[src/sv/pixel_frame_difference_top_assert.svh]
// assertion macros used by the frame difference top level
`ifndef PIXEL_FRAME_DIFFERENCE_TOP_ASSERT_SVH
`define PIXEL_FRAME_DIFFERENCE_TOP_ASSERT_SVH

// same-cycle implication, checked on every clock outside reset
`define PFD_ASSERT_NOW(label, ante, cons, msg) \
  label: assert property (@(posedge clk) disable iff (rst) (ante) |-> (cons)) \
    else $error(msg);

// next-cycle implication, checked on every clock outside reset
`define PFD_ASSERT_NEXT(label, ante, cons, msg) \
  label: assert property (@(posedge clk) disable iff (rst) (ante) |=> (cons)) \
    else $error(msg);

`endif

[src/sv/pfd_pkg.sv]
// package: types, codes and helpers of the frame difference block
`default_nettype none
package pfd_pkg;

  localparam int SAMPLE_W    = 8;
  localparam int TOTAL_W     = 32;
  localparam int CFG_INDEX_W = 2;
  localparam int CFG_DATA_W  = 8;
  localparam int SUM_W       = SAMPLE_W + 2;

  localparam logic [SAMPLE_W-1:0] MASK_CHANGED = 8'd255;
  localparam logic [SAMPLE_W-1:0] MAG_LIMIT    = 8'd255;

  // register indexes of the configuration port
  localparam logic [CFG_INDEX_W-1:0] REG_THRESHOLD    = 2'd0;
  localparam logic [CFG_INDEX_W-1:0] REG_COMPARE_MODE = 2'd1;
  localparam logic [CFG_INDEX_W-1:0] REG_CHANNEL_MODE = 2'd2;

  typedef enum logic {
    MODE_COUNT     = 1'b0,
    MODE_MAGNITUDE = 1'b1
  } compare_mode_t;

  typedef enum logic [1:0] {
    CH_ALL = 2'd0,
    CH_Y   = 2'd1,
    CH_U   = 2'd2,
    CH_V   = 2'd3
  } channel_mode_t;

  typedef struct packed {
    logic [SAMPLE_W-1:0] threshold;
    compare_mode_t       compare_mode;
    channel_mode_t       channel_mode;
  } cfg_t;

  typedef struct packed {
    logic [SAMPLE_W-1:0] first_luma;
    logic [SAMPLE_W-1:0] first_cb;
    logic [SAMPLE_W-1:0] first_cr;
    logic [SAMPLE_W-1:0] second_luma;
    logic [SAMPLE_W-1:0] second_cb;
    logic [SAMPLE_W-1:0] second_cr;
    logic                last_pixel;
  } pix_t;

  // absolute difference of one channel, less the threshold in count mode
  function automatic logic [SAMPLE_W-1:0] chan_value(
    input logic [SAMPLE_W-1:0] a,
    input logic [SAMPLE_W-1:0] b,
    input logic [SAMPLE_W-1:0] thr,
    input logic                count
  );
    logic [SAMPLE_W-1:0] d;
    d = (a >= b) ? (a - b) : (b - a);
    if (count) begin
      d = (d > thr) ? (d - thr) : '0;
    end
    return d;
  endfunction

endpackage
`default_nettype wire

[src/sv/pfd_if.sv]
// channel interfaces: pixel input, result output and configuration writes
`default_nettype none
interface pfd_pixel_if import pfd_pkg::*; ();
  logic                valid;
  logic                ready;
  logic [SAMPLE_W-1:0] first_luma;
  logic [SAMPLE_W-1:0] first_cb;
  logic [SAMPLE_W-1:0] first_cr;
  logic [SAMPLE_W-1:0] second_luma;
  logic [SAMPLE_W-1:0] second_cb;
  logic [SAMPLE_W-1:0] second_cr;
  logic                last_pixel;

  modport source (
    output valid, first_luma, first_cb, first_cr,
           second_luma, second_cb, second_cr, last_pixel,
    input  ready
  );
  modport sink (
    input  valid, first_luma, first_cb, first_cr,
           second_luma, second_cb, second_cr, last_pixel,
    output ready
  );
endinterface

interface pfd_result_if import pfd_pkg::*; ();
  logic                valid;
  logic                ready;
  logic [SAMPLE_W-1:0] mask_value;
  logic [TOTAL_W-1:0]  difference_total;
  logic                frame_done;

  modport source (
    output valid, mask_value, difference_total, frame_done,
    input  ready
  );
  modport sink (
    input  valid, mask_value, difference_total, frame_done,
    output ready
  );
endinterface

interface pfd_cfg_if import pfd_pkg::*; ();
  logic                   valid;
  logic                   ready;
  logic [CFG_INDEX_W-1:0] index;
  logic [CFG_DATA_W-1:0]  data;

  modport source (output valid, index, data, input ready);
  modport sink (input valid, index, data, output ready);
endinterface
`default_nettype wire

[src/sv/pfd_diff.sv]
// per-pixel difference: channel select, threshold, mask and total increment
`default_nettype none
module pfd_diff import pfd_pkg::*; (
  input  cfg_t                cfg,
  input  pix_t                pix,
  output logic [SAMPLE_W-1:0] mask,
  output logic [SAMPLE_W-1:0] add
);

  logic                count;
  logic [SAMPLE_W-1:0] dy;
  logic [SAMPLE_W-1:0] du;
  logic [SAMPLE_W-1:0] dv;
  logic [SUM_W-1:0]    sum;

  assign count = (cfg.compare_mode == MODE_COUNT);
  assign dy = chan_value(pix.first_luma, pix.second_luma, cfg.threshold, count);
  assign du = chan_value(pix.first_cb, pix.second_cb, cfg.threshold, count);
  assign dv = chan_value(pix.first_cr, pix.second_cr, cfg.threshold, count);

  always_comb begin
    case (cfg.channel_mode)
      CH_Y:    sum = {2'b00, dy};
      CH_U:    sum = {2'b00, du};
      CH_V:    sum = {2'b00, dv};
      default: sum = {2'b00, dy} + {2'b00, du} + {2'b00, dv};
    endcase
  end

  always_comb begin
    if (count) begin
      add  = (sum != '0) ? SAMPLE_W'(1) : '0;
      mask = (sum != '0) ? MASK_CHANGED : '0;
    end else begin
      add  = (sum > SUM_W'(MAG_LIMIT)) ? MAG_LIMIT : sum[SAMPLE_W-1:0];
      mask = add;
    end
  end

endmodule
`default_nettype wire

[src/sv/pixel_frame_difference_top.sv]
// top level of the frame difference block: registers, flow control, running total
//
// usage
//   pixel   : one transfer per pixel, carrying the Y, U and V samples of both
//             frames and a last_pixel flag on the final pixel of the frame
//   result  : one transfer per pixel: mask byte, running frame total that
//             includes this pixel, and frame_done copied from last_pixel
//   cfg     : register writes (0 threshold, 1 compare_mode, 2 channel_mode),
//             always ready; an index past the list is dropped; write only
//             while no pixel is in flight
// timing
//   two register stages: input register, then result register; a pixel
//   passes from the input register to the result register, then shows on result
//   throughput is one pixel per clock while result is not held off; the
//   running total is updated in the result stage
// stall
//   when result is held off, the result register keeps its item and the
//   input register fills; pixel.ready drops once both hold data
// reset
//   rst is synchronous, active high; clears the stage valids, the running
//   total and the registers (threshold 0, count mode, all channels)
`default_nettype none
`include "pixel_frame_difference_top_assert.svh"
module pixel_frame_difference_top import pfd_pkg::*; (
  input  wire          clk,
  input  wire          rst,
  pfd_cfg_if.sink      cfg,
  pfd_pixel_if.sink    pixel,
  pfd_result_if.source result
);

  // configuration registers
  cfg_t cfg_regs;

  // input register stage
  logic s1_valid;
  pix_t s1_pix;

  // result register stage and frame state
  logic                out_valid;
  logic [SAMPLE_W-1:0] out_mask;
  logic [TOTAL_W-1:0]  out_total;
  logic                out_done;
  logic [TOTAL_W-1:0]  total;
  logic [TOTAL_W-1:0]  total_next;
  logic [TOTAL_W:0]    total_wide;

  // flow control
  logic out_load;
  logic s1_load;

  logic [SAMPLE_W-1:0] pix_mask;
  logic [SAMPLE_W-1:0] pix_add;

  // register writes are always taken
  assign cfg.ready = 1'b1;

  always_ff @(posedge clk) begin
    if (rst) begin
      cfg_regs.threshold    <= '0;
      cfg_regs.compare_mode <= MODE_COUNT;
      cfg_regs.channel_mode <= CH_ALL;
    end else if (cfg.valid) begin
      case (cfg.index)
        REG_THRESHOLD:    cfg_regs.threshold    <= cfg.data[SAMPLE_W-1:0];
        REG_COMPARE_MODE: cfg_regs.compare_mode <= compare_mode_t'(cfg.data[0]);
        REG_CHANNEL_MODE: cfg_regs.channel_mode <= channel_mode_t'(cfg.data[1:0]);
        default: ;
      endcase
    end
  end

  // result register frees when empty or when its item is taken
  assign out_load    = s1_valid && (!out_valid || result.ready);
  assign s1_load     = pixel.valid && pixel.ready;
  assign pixel.ready = !s1_valid || out_load;

  always_ff @(posedge clk) begin
    if (rst) begin
      s1_valid <= 1'b0;
    end else if (pixel.ready) begin
      s1_valid <= pixel.valid;
    end
  end

  always_ff @(posedge clk) begin
    if (s1_load) begin
      s1_pix.first_luma  <= pixel.first_luma;
      s1_pix.first_cb    <= pixel.first_cb;
      s1_pix.first_cr    <= pixel.first_cr;
      s1_pix.second_luma <= pixel.second_luma;
      s1_pix.second_cb   <= pixel.second_cb;
      s1_pix.second_cr   <= pixel.second_cr;
      s1_pix.last_pixel  <= pixel.last_pixel;
    end
  end

  pfd_diff u_diff (
    .cfg  (cfg_regs),
    .pix  (s1_pix),
    .mask (pix_mask),
    .add  (pix_add)
  );

  // saturating accumulate
  assign total_wide = {1'b0, total} + {{(TOTAL_W + 1 - SAMPLE_W){1'b0}}, pix_add};
  assign total_next = total_wide[TOTAL_W] ? {TOTAL_W{1'b1}} : total_wide[TOTAL_W-1:0];

  always_ff @(posedge clk) begin
    if (rst) begin
      out_valid <= 1'b0;
      total     <= '0;
    end else begin
      if (out_load) begin
        out_valid <= 1'b1;
        // frame total restarts after the last pixel
        total     <= s1_pix.last_pixel ? '0 : total_next;
      end else if (result.ready) begin
        out_valid <= 1'b0;
      end
    end
  end

  always_ff @(posedge clk) begin
    if (out_load) begin
      out_mask  <= pix_mask;
      out_total <= total_next;
      out_done  <= s1_pix.last_pixel;
    end
  end

  assign result.valid            = out_valid;
  assign result.mask_value       = out_mask;
  assign result.difference_total = out_total;
  assign result.frame_done       = out_done;

  // checks
  `PFD_ASSERT_NEXT(a_frame_clear, out_load && s1_pix.last_pixel, total == '0, "total not cleared after last pixel")
  `PFD_ASSERT_NEXT(a_total_rises, out_load && !s1_pix.last_pixel, total >= $past(total), "running total fell inside a frame")
  `PFD_ASSERT_NEXT(a_result_total, out_load, out_total == total || out_done, "result total differs from running total")
  `PFD_ASSERT_NOW(a_count_mask, out_valid && cfg_regs.compare_mode == MODE_COUNT, out_mask == '0 || out_mask == MASK_CHANGED, "count mode mask not binary")
  `PFD_ASSERT_NEXT(a_s1_hold, s1_valid && !out_load, s1_valid && $stable(s1_pix), "input register lost a held pixel")

endmodule
`default_nettype wire

[src/flat_wrapper.sv]
// flat-port wrapper written by rule: the top's interface ports become plain ports
module pixel_frame_difference_top_flat import pfd_pkg::*;
  (clk, rst, cfg_valid, cfg_index, cfg_data, cfg_ready, pixel_valid, pixel_first_luma, pixel_first_cb, pixel_first_cr, pixel_second_luma, pixel_second_cb, pixel_second_cr, pixel_last_pixel, pixel_ready, result_valid, result_mask_value, result_difference_total, result_frame_done, result_ready);
  pfd_cfg_if cfg_i ();
  pfd_pixel_if pixel_i ();
  pfd_result_if result_i ();
  input  wire clk;
  input  wire rst;
  input wire logic [$bits(cfg_i.valid)-1:0] cfg_valid;
  input wire logic [$bits(cfg_i.index)-1:0] cfg_index;
  input wire logic [$bits(cfg_i.data)-1:0] cfg_data;
  output wire logic [$bits(cfg_i.ready)-1:0] cfg_ready;
  input wire logic [$bits(pixel_i.valid)-1:0] pixel_valid;
  input wire logic [$bits(pixel_i.first_luma)-1:0] pixel_first_luma;
  input wire logic [$bits(pixel_i.first_cb)-1:0] pixel_first_cb;
  input wire logic [$bits(pixel_i.first_cr)-1:0] pixel_first_cr;
  input wire logic [$bits(pixel_i.second_luma)-1:0] pixel_second_luma;
  input wire logic [$bits(pixel_i.second_cb)-1:0] pixel_second_cb;
  input wire logic [$bits(pixel_i.second_cr)-1:0] pixel_second_cr;
  input wire logic [$bits(pixel_i.last_pixel)-1:0] pixel_last_pixel;
  output wire logic [$bits(pixel_i.ready)-1:0] pixel_ready;
  output wire logic [$bits(result_i.valid)-1:0] result_valid;
  output wire logic [$bits(result_i.mask_value)-1:0] result_mask_value;
  output wire logic [$bits(result_i.difference_total)-1:0] result_difference_total;
  output wire logic [$bits(result_i.frame_done)-1:0] result_frame_done;
  input wire logic [$bits(result_i.ready)-1:0] result_ready;
  assign cfg_i.valid = cfg_valid;
  assign cfg_i.index = cfg_index;
  assign cfg_i.data = cfg_data;
  assign cfg_ready = cfg_i.ready;
  assign pixel_i.valid = pixel_valid;
  assign pixel_i.first_luma = pixel_first_luma;
  assign pixel_i.first_cb = pixel_first_cb;
  assign pixel_i.first_cr = pixel_first_cr;
  assign pixel_i.second_luma = pixel_second_luma;
  assign pixel_i.second_cb = pixel_second_cb;
  assign pixel_i.second_cr = pixel_second_cr;
  assign pixel_i.last_pixel = pixel_last_pixel;
  assign pixel_ready = pixel_i.ready;
  assign result_valid = result_i.valid;
  assign result_mask_value = result_i.mask_value;
  assign result_difference_total = result_i.difference_total;
  assign result_frame_done = result_i.frame_done;
  assign result_i.ready = result_ready;
  pixel_frame_difference_top u_core (.clk(clk), .rst(rst), .cfg(cfg_i), .pixel(pixel_i), .result(result_i));
endmodule
[config.mk]
export PLATFORM = sky130hd
export DESIGN_NAME = pixel_frame_difference_top_flat
export DESIGN_NICKNAME = d
export VERILOG_FILES = /design/src/sv/pfd_pkg.sv /design/src/sv/pfd_if.sv /design/src/sv/pfd_diff.sv /design/src/sv/pixel_frame_difference_top.sv /design/src/flat_wrapper.sv
export VERILOG_INCLUDE_DIRS = /design/src /design/src/sv
export SDC_FILE = /design/constraint.sdc
export NUM_CORES = 1
export LEC_CHECK = 0
export ABC_AREA = 0
export ABC_CLOCK_PERIOD_IN_PS = 9500
export BUFFER_PORTS_ARGS = -buffer_cell sky130_fd_sc_hd__buf_2
export CAP_MARGIN = 20
export CELL_PAD_IN_SITES_DETAIL_PLACEMENT = 1
export CELL_PAD_IN_SITES_GLOBAL_PLACEMENT = 2
export CORE_AREA = 2 2 155 195
export DETAILED_ROUTE_END_ITERATION = 8
export DIE_AREA = 0 0 157 197
export GPL_TIMING_DRIVEN = 0
export HOLD_SLACK_MARGIN = 0.05
export PLACE_DENSITY = 0.78
export SLEW_MARGIN = 0
export SYNTH_ARGS = -nofsm -noshare
export SYNTH_HDL_FRONTEND = slang
export SYNTH_SLANG_ARGS = --single-unit
[constraint.sdc]
create_clock -name clk -period 9.5 [get_ports clk]
set_input_delay 1.9 -clock clk [delete_from_list [all_inputs] [get_ports clk]]
set_output_delay 1.9 -clock clk [all_outputs]
set_load 0.02 [all_outputs]
# Word-level counts from Yosys, hierarchy flattened
# Index checks and enable logic that the tools add are counted.
[word_totals]
regBits = 135
elab_cells = 71
[op_classes]
eq_ne = 5
n_reduce_logical = 12
n_lt_le_gt_ge = 7
add_sub_neg = 12
muxes = 19
[op_table]
columns = ["operator", "count"]
rows = [
  ["$mux W8", 13],
  ["$sub A8 B8 Y8", 9],
  ["$mux W32", 2],
  ["$add A32 B8 Y33", 1],
  ["$pmux W10 S3", 1],
  ["$ge A8 B8 Y1", 3],
  ["$gt A8 B8 Y1", 3],
  ["$add A9 B8 Y10", 1],
  ["$gt A10 B8 Y1 const B", 1],
  ["$reduce_bool A10 Y1", 1],
  ["$add A8 B8 Y9", 1],
  ["$eq A2 B2 Y1 const B", 3],
  ["$reduce_and A2 Y1", 3],
  ["$eq A2 B1 Y1 const B", 2],
  ["$mux W1", 3],
  ["$logic_and A1 B1 Y1", 2],
  ["$logic_not A1 Y1", 2],
  ["$logic_not A2 Y1", 1],
  ["$logic_or A1 B1 Y1", 2],
  ["$reduce_bool A2 Y1", 1],
]

# Depth between registers and ports, before layout
# Gate-level depths: netlist (run 1).
[depth]
word_depth = 14
depth_mapped = 43

# Hierarchy
# Synthesis (run 1) repeated with hierarchy kept, for this count alone.
[unflattened]
hier_cells = 1098
area_unflattened_um2 = 10279.9
[by_module_without_submodules]
columns = ["module", "area_per_inst_um2", "n_inst", "seq_area_each_um2", "cells_each"]
rows = [
  ["pixel_frame_difference_top", 5636.7, 1, 3603.5, 463],
  ["pfd_diff", 4643.2, 1, 0.0, 635],
]

# Worst setup path before layout (run 1)
# Ideal clock, no wire load.
[synth_path]
path_kind = "flip-flop to flip-flop"
startpoint = "register u_core.s1_pix[41] (netlist name)"
endpoint = "register u_core.out_total[12] (netlist: u_core.result.difference_total[12]), data pin"
path_slack_ps = 268
n_path_buf = 3
arrival_time_ps = 8964
stages_incl_launch_ff = 40
setup_time_ps = 268
path_cell_list = "edfxtp_1 > inv_1 > ha_1 > inv_1 > fa_1 > a21o_1 > a211o_1 > a21oi_4 > mux2i_1 > xnor2_1 > ha_1 > a21oi_1 > a21oi_1 > o311ai_1 > inv_1 > a22oi_2 > fa_1 > inv_1 > [... 4 more ...] > a21oi_1 > o41ai_2 > a31oi_1 > nor4_4 > a31oi_1 > ha_1 > fa_1 > a21o_1 > a21oi_1 > o21bai_1 > a21oi_1 > o21bai_1 > a21o_1 > clkbuf_1 > nand4_1 > clkbuf_1 > buf_1 > nand2_1"
[synth_via]
elab_chain_len = 13
[synth_lines]
columns = ["item", "line_no", "source"]
rows = [
  ["from (decl)", "pixel_frame_difference_top.sv:37", "pix_t s1_pix;"],
  ["$sub A8 B8 Y8 / $ge A8 B8 Y1 (equally long branches)", "pfd_pkg.sv:55", "d = (a >= b) ? (a - b) : (b - a);"],
  ["$mux W8 *", "pfd_pkg.sv:55", ""],
  ["$sub A8 B8 Y8 / $gt A8 B8 Y1 (equally long branches)", "pfd_pkg.sv:57", "d = (d > thr) ? (d - thr) : '0;"],
  ["$mux W8", "pfd_pkg.sv:57", ""],
  ["$mux W8 *", "pfd_pkg.sv:56", "if (count) begin"],
  ["$add A8 B8 Y9", "pfd_diff.sv:26", "default: sum = {2'b00, dy} + {2'b00, du} + {2'b00, dv};"],
  ["$add A9 B8 Y10", "pfd_diff.sv:26", ""],
  ["$pmux W10 S3 *", "pfd_diff.sv:22", "case (cfg.channel_mode)"],
  ["$gt A10 B8 Y1 / $reduce_bool A10 Y1 (equally long branches)", "pfd_diff.sv:35, pfd_diff.sv:32", ""],
  ["$mux W8 / $mux W1 (equally long branches)", "pfd_diff.sv:35, pfd_diff.sv:32", ""],
  ["$mux W8 *", "pfd_diff.sv:31", "if (count) begin"],
  ["named net u_core.pix_add[0]", "pixel_frame_difference_top.sv:53", "logic [SAMPLE_W-1:0] pix_add;"],
  ["$add A32 B8 Y33 *", "pixel_frame_difference_top.sv:106", "assign total_wide = {1'b0, total} + {{(TOTAL_W + 1 - SAMPLE_W){1'b0}}, pix_add};"],
  ["$mux W32 *", "pixel_frame_difference_top.sv:107", "assign total_next = total_wide[TOTAL_W] ? {TOTAL_W{1'b1}} : total_wide[TOTAL_W-1:0];"],
  ["named net u_core.total_next[12]", "pixel_frame_difference_top.sv:45", "logic [TOTAL_W-1:0] total_next;"],
  ["to (signal assigned)", "pixel_frame_difference_top.sv:127", "out_total <= total_next;"],
  ["to (decl)", "pixel_frame_difference_top.sv:42", "logic [TOTAL_W-1:0] out_total;"],
]
# The timed path passes the listed nets; every way through them passes the cells marked *.
# A chain may end at the register's enable or synchronous reset.

# Final worst setup path (run 1)
# Same ends and word-level chain as after synthesis.

==> results of run 1 <==
-- worst register-to-register path, delay by kind of cell, from the launching register on --
family	cells	cell delay, ps
mux	1	190
buf+inv	8	980
xor+xnor	2	470
flops	1	400
simple gates	5	880
compound gates	20	3550
fa+ha+maj	7	2280
-- power by group --
| group | internal, mW | total, mW | switching (mW) |
|---|---|---|---|
| clock | 0.358 | 0.647 | 0.289 |
| combinational | 0.788 | 1.88 | 1.09 |
| sequential | 0.663 | 0.676 | 0.0131 |
-- stage by stage --
step / setup slack [ps] / hold WS (ps) / util [%]
after floorplan: 268 / 436 / -
after global placement: -2320 / 449 / 37.3
after detailed placement: -2470 / 473 / 37.4
after CTS: 0.934 / 483 / 40.0
after global routing: -61.2 / 522 / 41.0
final: 473 / 490 / 41.0
-- logic make-up (layout without fill, tap and decap cells) --
family	Yosys count	count (layout)	synth area share, %
flip-flops	135	135	36.9
multiplexers	27	27	3.30
AO/OA/AOI/OAI	288	288	19.6
AND/OR/NAND/NOR	264	264	13.8
XOR/XNOR	56	56	5.09
other	1	5	0.0384
buffers and inverters	145	307	6.68
adder cells (fa/ha/maj)	103	103	14.6
-- registers in the layout, summed over array words and instances (netlist names) --
name                            cells
u_core.result.valid                 1
u_core.result.frame_done            1
u_core.cfg_regs                    11
u_core.result.mask_value            8
u_core.total                       32
u_core.s1_pix                      49
u_core.result.difference_total     32
u_core.s1_valid                     1
-- path summary, 6_finish.rpt --
check / startpoint / to / slack (ps) / cells after the start
worst min register to register: u_core.total[0] / u_core.total[0] / 490 / 2
worst max-delay path: u_core.s1_pix[41] / u_core.result.difference_total[12] / 470 / 43
worst max register to register: u_core.s1_pix[41] / u_core.result.difference_total[12] / 470 / 43
worst min-delay path: u_core.total[0] / u_core.total[0] / 490 / 2
-- Yosys cell counts (7+ instances only) --
cell type / number
nor3_1: 22
clkbuf_8: 7
nand2_1: 66
o21ai_0: 35
a21o_1: 22
edfxtp_1: 90
a22oi_1: 20
dfxtp_1: 45
xnor2_1: 35
nand3_1: 21
a211oi_1: 12
a22o_1: 7
and2_1: 7
buf_2: 10
fa_1: 19
nand4_1: 12
clkbuf_1: 17
mux2i_1: 18
nor2_1: 68
xor2_1: 20
inv_1: 104
nand2b_1: 8
nor2b_1: 8
a31oi_1: 29
a21oi_1: 89
ha_1: 84
and4_1: 8
-- cell type report --
cell class,count,area share [%]
inverter,104,3.29
timing repair buffer,132,6.40
tap,396,4.17
buffer,39,2.37
multi-input combinational,739,48.6
clock buffer,20,3.86
clock inverter,12,0.885
sequential,135,30.3
antenna,4,0.0843
-- per-layer routing --
layer / GRT usage (%) / part of all wire [%] / vias to the layer above
met5: 0 / 0.094 / -
met4: 6.08 / 2.3 / 4
met3: 4.24 / 3.6 / 43
met2: 34.3 / 51 / 126
met1: 22.7 / 43 / 4035
li1: - / - / 4019
-- timing repair --
| action | in CTS | in global routing |
|---|---|---|
| setup buffers | 8 | 14 |
| pin swaps | 6 | 21 |
| cloned | 0 | 1 |
| gates resized for setup | 19 | 41 |
| setup endpoints to repair | 64 | 64 |
==> run metrics, run 1 <==
run status=completed; first-pass GRT wire length=~46000 um; kind of cell adding the most delay to the critical path=compound AO/OA/AOI/OAI gates; pin count of the biggest net entering global routing=41; core outline area=about 29000 sq um; filler instances=around 3300; number of nets still failing antenna checks after routing=0; proportion of register bits with asynchronous set or reset after synthesis=0%; vias after detailed routing=around 8200; register area share after synthesis=between 30% and 40%; Num CTS Buffers=17; IO buf count=around 110; clock latency on the worst-skew pair=450 ps; nature of the critical path endpoint=flip-flop; DRT Wirelength=around 29000 um; antenna violations before repair=6; HPWL reported at the end of detailed placement=21700 um; most used cells in the layout excluding fill and tap cells=117 x buf_2, 103 x inv_1, 90 x edfxtp_1; Site Rows=70; RSZ-0062 raised after global routing=yes; Avg Synthesized Cell Area=about 9.6 sq um; drt first-iter violations=approximately 380; placed cells=between 1500 and 2000; placed cell area=10900 sq um; EDFF count, synth=90; final count of pins violating max slew=0; actual slew at the worst max-slew pin=roughly 980 ps; footprint of the multi-input gates=5770 sq um; Max Fanout on Critical Path=10; average wire per cell in the routed design=about 18 um; PD cells=approximately 270 nW/um^2; CTS max path bufs=2; horizontal die dimension=157 um; total power consumption of the routed design=3.20 mW; Post-Syn Nets=about 1200; root buffer selected by CTS=clkbuf_16; clock-pin transition on the worst setup and hold timing paths=about 60 ps; deepest level of the CTS H-tree=4; Main synth FF type=edfxtp_1; number of distinct standard cells referenced by the synthesized netlist=between 80 and 90; minimum clock period=between 9000 and 10000 ps; number of nets in the layout=~1300; post-route fraction of the period consumed by the critical path=95.0%; y dimension of the die=197 um; number of hold-slack violations in the final timing report=0; clk_skew=about 12 ps; most area-consuming cells after synthesis=edfxtp_1 28%, ha_1 11%, dfxtp_1 9.2%, a21oi_1 4.6%, inv_1 4.0%; post-synth top area share=27.6%; vias in the first global route=8653; #FFs+latches synth=135; startpoint kind of the worst setup timing path=flip-flop; crit path buf inv count=8; number of hold-repair buffers added at the cts stage=0; endpoint required time on the critical path=approximately 9700 ps; critical path data arrival time=around 9000 ps; final total negative setup slack=0 ps; Rel. slew slack=around a third; Yosys top cell by area=edfxtp_1; Worst Path Class, Setup=flip-flop to flip-flop; share of post-route cells with drive strength above 1=between 20 and 25%; upper clock frequency limit=0.111 GHz; Initial Utilization=33.7%; Die Area=30900 sq um; worst vdd ir=roughly 0.15 mV; global routing usage summed across all routing layers=~19%; # setup viols final=0; cell count after synthesis=between 1000 and 1500; CTS sink cnt=135; filler-free cell count of the finished design=around 1600; Cell Area, Synth=9780 sq um; max incr delay on CP=roughly 550 ps; post-synthesis to final-layout area growth=21.5%; Critical Path Slowest Stage Cell=fa_1; leading cell type in the layout, fill and taps excluded=buf_2; Final Instance Area=around 12000 sq um; footprint of the flip-flops and latches=between 3000 and 4000 sq um; # Max-Cap Violations=0; Vias per Instance=5.20; clock tree from TritonCTS=yes; Boundary Pins=between 100 and 150; remaining global-route overflow=0; class of the tightest hold or removal check=flip-flop to flip-flop; RePlAce Congestion=roughly 0.90; warnings from Yosys=0; reported leakage power=4.95 nW; detailed-route DRC error count=0; Detailed Routing Iterations Pass 1=5
Note: power is estimated with default switching activity, not from simulation.
==> run 2: changes to the inputs <==
--- a/config.mk
+++ b/config.mk
@@ -12,13 +12,14 @@
 export CAP_MARGIN = 20
 export CELL_PAD_IN_SITES_DETAIL_PLACEMENT = 1
 export CELL_PAD_IN_SITES_GLOBAL_PLACEMENT = 2
-export CORE_AREA = 2 2 155 195
+export CORE_AREA = 2 2 159 200
 export DETAILED_ROUTE_END_ITERATION = 8
-export DIE_AREA = 0 0 157 197
+export DIE_AREA = 0 0 161 202
 export GPL_TIMING_DRIVEN = 0
 export HOLD_SLACK_MARGIN = 0.05
 export PLACE_DENSITY = 0.78
 export SLEW_MARGIN = 0
 export SYNTH_ARGS = -nofsm -noshare
 export SYNTH_HDL_FRONTEND = slang
+export SYNTH_HIERARCHICAL = 1
 export SYNTH_SLANG_ARGS = --single-unit
==> run metrics, run 2 <==
IO buf count=106 (unchanged); warnings from Yosys=6 (+6); Num CTS Buffers=17 (unchanged); cell count after synthesis=1098 (+7.8%); nature of the critical path endpoint=flip-flop; post-synth top area share=26.3% (-1.4 points); number of hold-slack violations in the final timing report=0 (unchanged); class of the tightest hold or removal check=flip-flop to flip-flop; most area-consuming cells after synthesis=edfxtp_1 26%, ha_1 10%, dfxtp_1 8.8%, a21oi_1 4.4%, fa_1 3.7%; CTS max path bufs=2 (unchanged); post-route fraction of the period consumed by the critical path=95.2% (+0.21 points); max incr delay on CP=560 ps (about the same); # setup viols final=0 (unchanged); antenna violations before repair=1 (-5); Main synth FF type=edfxtp_1; Detailed Routing Iterations Pass 1=5 (unchanged); CTS sink cnt=135 (unchanged); most used cells in the layout excluding fill and tap cells=120 x buf_2, 91 x inv_1, 90 x edfxtp_1; library cell appearing most often on the critical path=fa_1; Site Rows=72 (+2.9%); worst vdd ir=0.161 mV (+4.3%); Avg Synthesized Cell Area=9.36 sq um (-2.4%); footprint of the flip-flops and latches=3600 sq um (unchanged); detailed-route DRC error count=0 (unchanged); final count of pins violating max slew=0 (unchanged); EDFF count, synth=90 (unchanged); proportion of register bits with asynchronous set or reset after synthesis=0% (unchanged); reg-to-reg critical path startpoint=u_core/s1_pix[22]; remaining global-route overflow=0 (unchanged); filler instances=3568 (+7.4%); # Max-Cap Violations=0 (unchanged); WHS Path Cells=2 (unchanged); Die Area=32500 sq um (+5.2%); total power consumption of the routed design=3.15 mW (-1.5%); clk_skew=13.1 ps (+0.718 ps); number of cells on the worst reg-to-reg path=37 (-14%); number of distinct standard cells referenced by the synthesized netlist=88 (+3.5%); horizontal die dimension=161 um (+2.5%); leading cell type in the layout, fill and taps excluded=buf_2; drt first-iter violations=493 (+30%); deepest level of the CTS H-tree=4 (unchanged); endpoint required time on the critical path=9860 ps (+160 ps); clock-pin transition on the worst setup and hold timing paths=70 ps (about the same); clock tree from TritonCTS=yes; minimum clock period=9050 ps (+20.3 ps); reported leakage power=5.08 nW (+2.5%); Post-Syn Nets=1265 (+6.7%); #FFs+latches synth=135 (unchanged); Boundary Pins=108 (unchanged); number of flip-flops in the largest register=49 (unchanged); Crit Reg-Reg Endpoint=u_core/total[15]; final worst setup slack=452 ps (-20.3 ps); PD cells=258 nW/um^2 (-4.2%); Worst Hold Endpoint=u_core/total[0]; vias in the first global route=9370 (+8.3%); register area share after synthesis=35.1% (-1.8 points); HPWL reported at the end of detailed placement=24400 um (+13%); post-synthesis to final-layout area growth=18.9%; global routing usage summed across all routing layers=19.7% (+0.50 points); actual slew at the worst max-slew pin=809 ps (-173 ps); core outline area=30600 sq um (+5.7%); share of post-route cells with drive strength above 1=19.2% (-2.5 points); DRT Wirelength=31700 um (+9.9%); Hold Path Origin=u_core/total[0]; Critical Path Slowest Stage Cell=fa_1; Worst Path Class, Setup=flip-flop to flip-flop; Rel. slew slack=46.1% (+12 points); cell with the most instances after synthesis=inv_1; root buffer selected by CTS=clkbuf_16; first-pass GRT wire length=50600 um (+9.9%); worst reg2reg setup slack=450 ps (-20 ps); pin count of the biggest net entering global routing=39 (-4.9%); y dimension of the die=202 um (+2.5%); number of hold-repair buffers added at the cts stage=0 (unchanged); clock latency on the worst-skew pair=430 ps (-20 ps); Post-Route Utilization=39.9% (-1.1 points); Max Fanout on Critical Path=10 (unchanged); RePlAce Congestion=0.861 (-4.4%); upper clock frequency limit=0.111 GHz (-0.22%); startpoint kind of the worst setup timing path=flip-flop; average wire per cell in the routed design=19.1 um (+5.0%); run status=completed; footprint of the multi-input gates=6250 sq um (+8.3%); Vias per Instance=5.32 (+2.2%); most common library cells after synthesis=91 x inv_1, 90 x a21oi_1, 90 x edfxtp_1, 84 x ha_1, 75 x nor2_1; Initial Utilization=33.6% (-0.16 points); number of antenna repair diodes=0 (-4); number of nets in the layout=1402 (+5.0%); Cell Area, Synth=10300 sq um (+5.1%); placement-stage worst setup slack=-571 ps (+1900 ps); Yosys top cell by area=edfxtp_1; vias after detailed routing=8804 (+7.0%); critical path data arrival time=9400 ps (+180 ps); number of nets still failing antenna checks after routing=0 (unchanged); register name with the most flops=u_core/s1_pix
==> run 2: logic make-up (layout without fill, tap and decap cells) <==
family	Yosys count	after routing	synth area share (%)
AND/OR/NAND/NOR	322	322	16.4
buffers and inverters	144	294	5.95
adder cells (fa/ha/maj)	103	103	13.9
AO/OA/AOI/OAI	306	306	20.8
other	1	1	0.0365
XOR/XNOR	61	61	5.20
flip-flops	135	135	35.1
multiplexers	26	26	2.65
==> run 2: worst max-delay path by stage <==
stage,from,to,slack (ps),cells past startpoint
floorplan,u_core/s1_pix[25],u_core/result.difference_total[31],1070,39
global placement,u_core/s1_pix[45],u_core/result.difference_total[31],-560,38
detailed placement,u_core/s1_pix[22],u_core/total[15],-570,40
CTS,u_core/s1_pix[22],u_core/result.difference_total[10],2,39
global route,u_core/s1_pix[41],u_core/result.difference_total[10],-4,40
finish,u_core/s1_pix[22],u_core/total[15],450,37
==> run 2: power by group <==
part           internal (mW)  switching (mW)  leakage [nW]
Clock                  0.361           0.304         0.290
Combinational          0.739            1.07          3.59
Sequential             0.664          0.0148          1.20
==> run 2: metrics by stage <==
step | TNS, ps | hold WS [ps] | cells | area [sq um]
2_1_floorplan | 0 | 436 | 1098 | 10300
3_3_place_gp | -14910 | 444 | 1611 | 11300
3_5_place_dp | -14070 | 458 | 1613 | 11400
4_1_cts | 0 | 469 | 1648 | 12100
5_1_grt | -4.09 | 510 | 1655 | 12200
6_report | 0 | 470 | 1655 | 12200
==> run 2: critical path, delay by kind of cell, from the launching register on <==
| family | cells | cell delay (ps) |
|---|---|---|
| adders and majority gates | 7 | 2310 |
| buffers and inverters | 5 | 610 |
| and+or+nand+nor | 11 | 1970 |
| muxes | 1 | 420 |
| DFF | 1 | 400 |
| AOI/OAI and AO/OA | 13 | 3240 |
==> run 2: area by class of cell <==
cell class,instances,share of cell area [%]
Clock inverter,14,1.03
Buffer,49,2.17
Inverter,93,2.87
Sequential cell,135,29.5
Clock buffer,18,3.69
Timing Repair Buffer,120,5.41
Multi-Input combinational cell,819,51.2
Tap cell,407,4.17
==> run 2: layer usage <==
| layer | vias up | share of wire (%) | GRT usage (%) |
|---|---|---|---|
| li1 | 4286 | - | - |
| met1 | 4324 | 44 | 24.5 |
| met2 | 151 | 50 | 34.7 |
| met3 | 41 | 3.6 | 3.55 |
| met4 | 2 | 2.0 | 6.06 |
| met5 | - | 0.035 | 0 |
==> run 2: what timing repair did <==
| action | 4_1_cts | 5_1_grt |
|---|---|---|
| setup buffers | 4 | 8 |
| gates cloned | 0 | 0 |
| gates resized for setup | 16 | 28 |
| pin swaps | 2 | 12 |
| setup endpoints to repair | 55 | 64 |
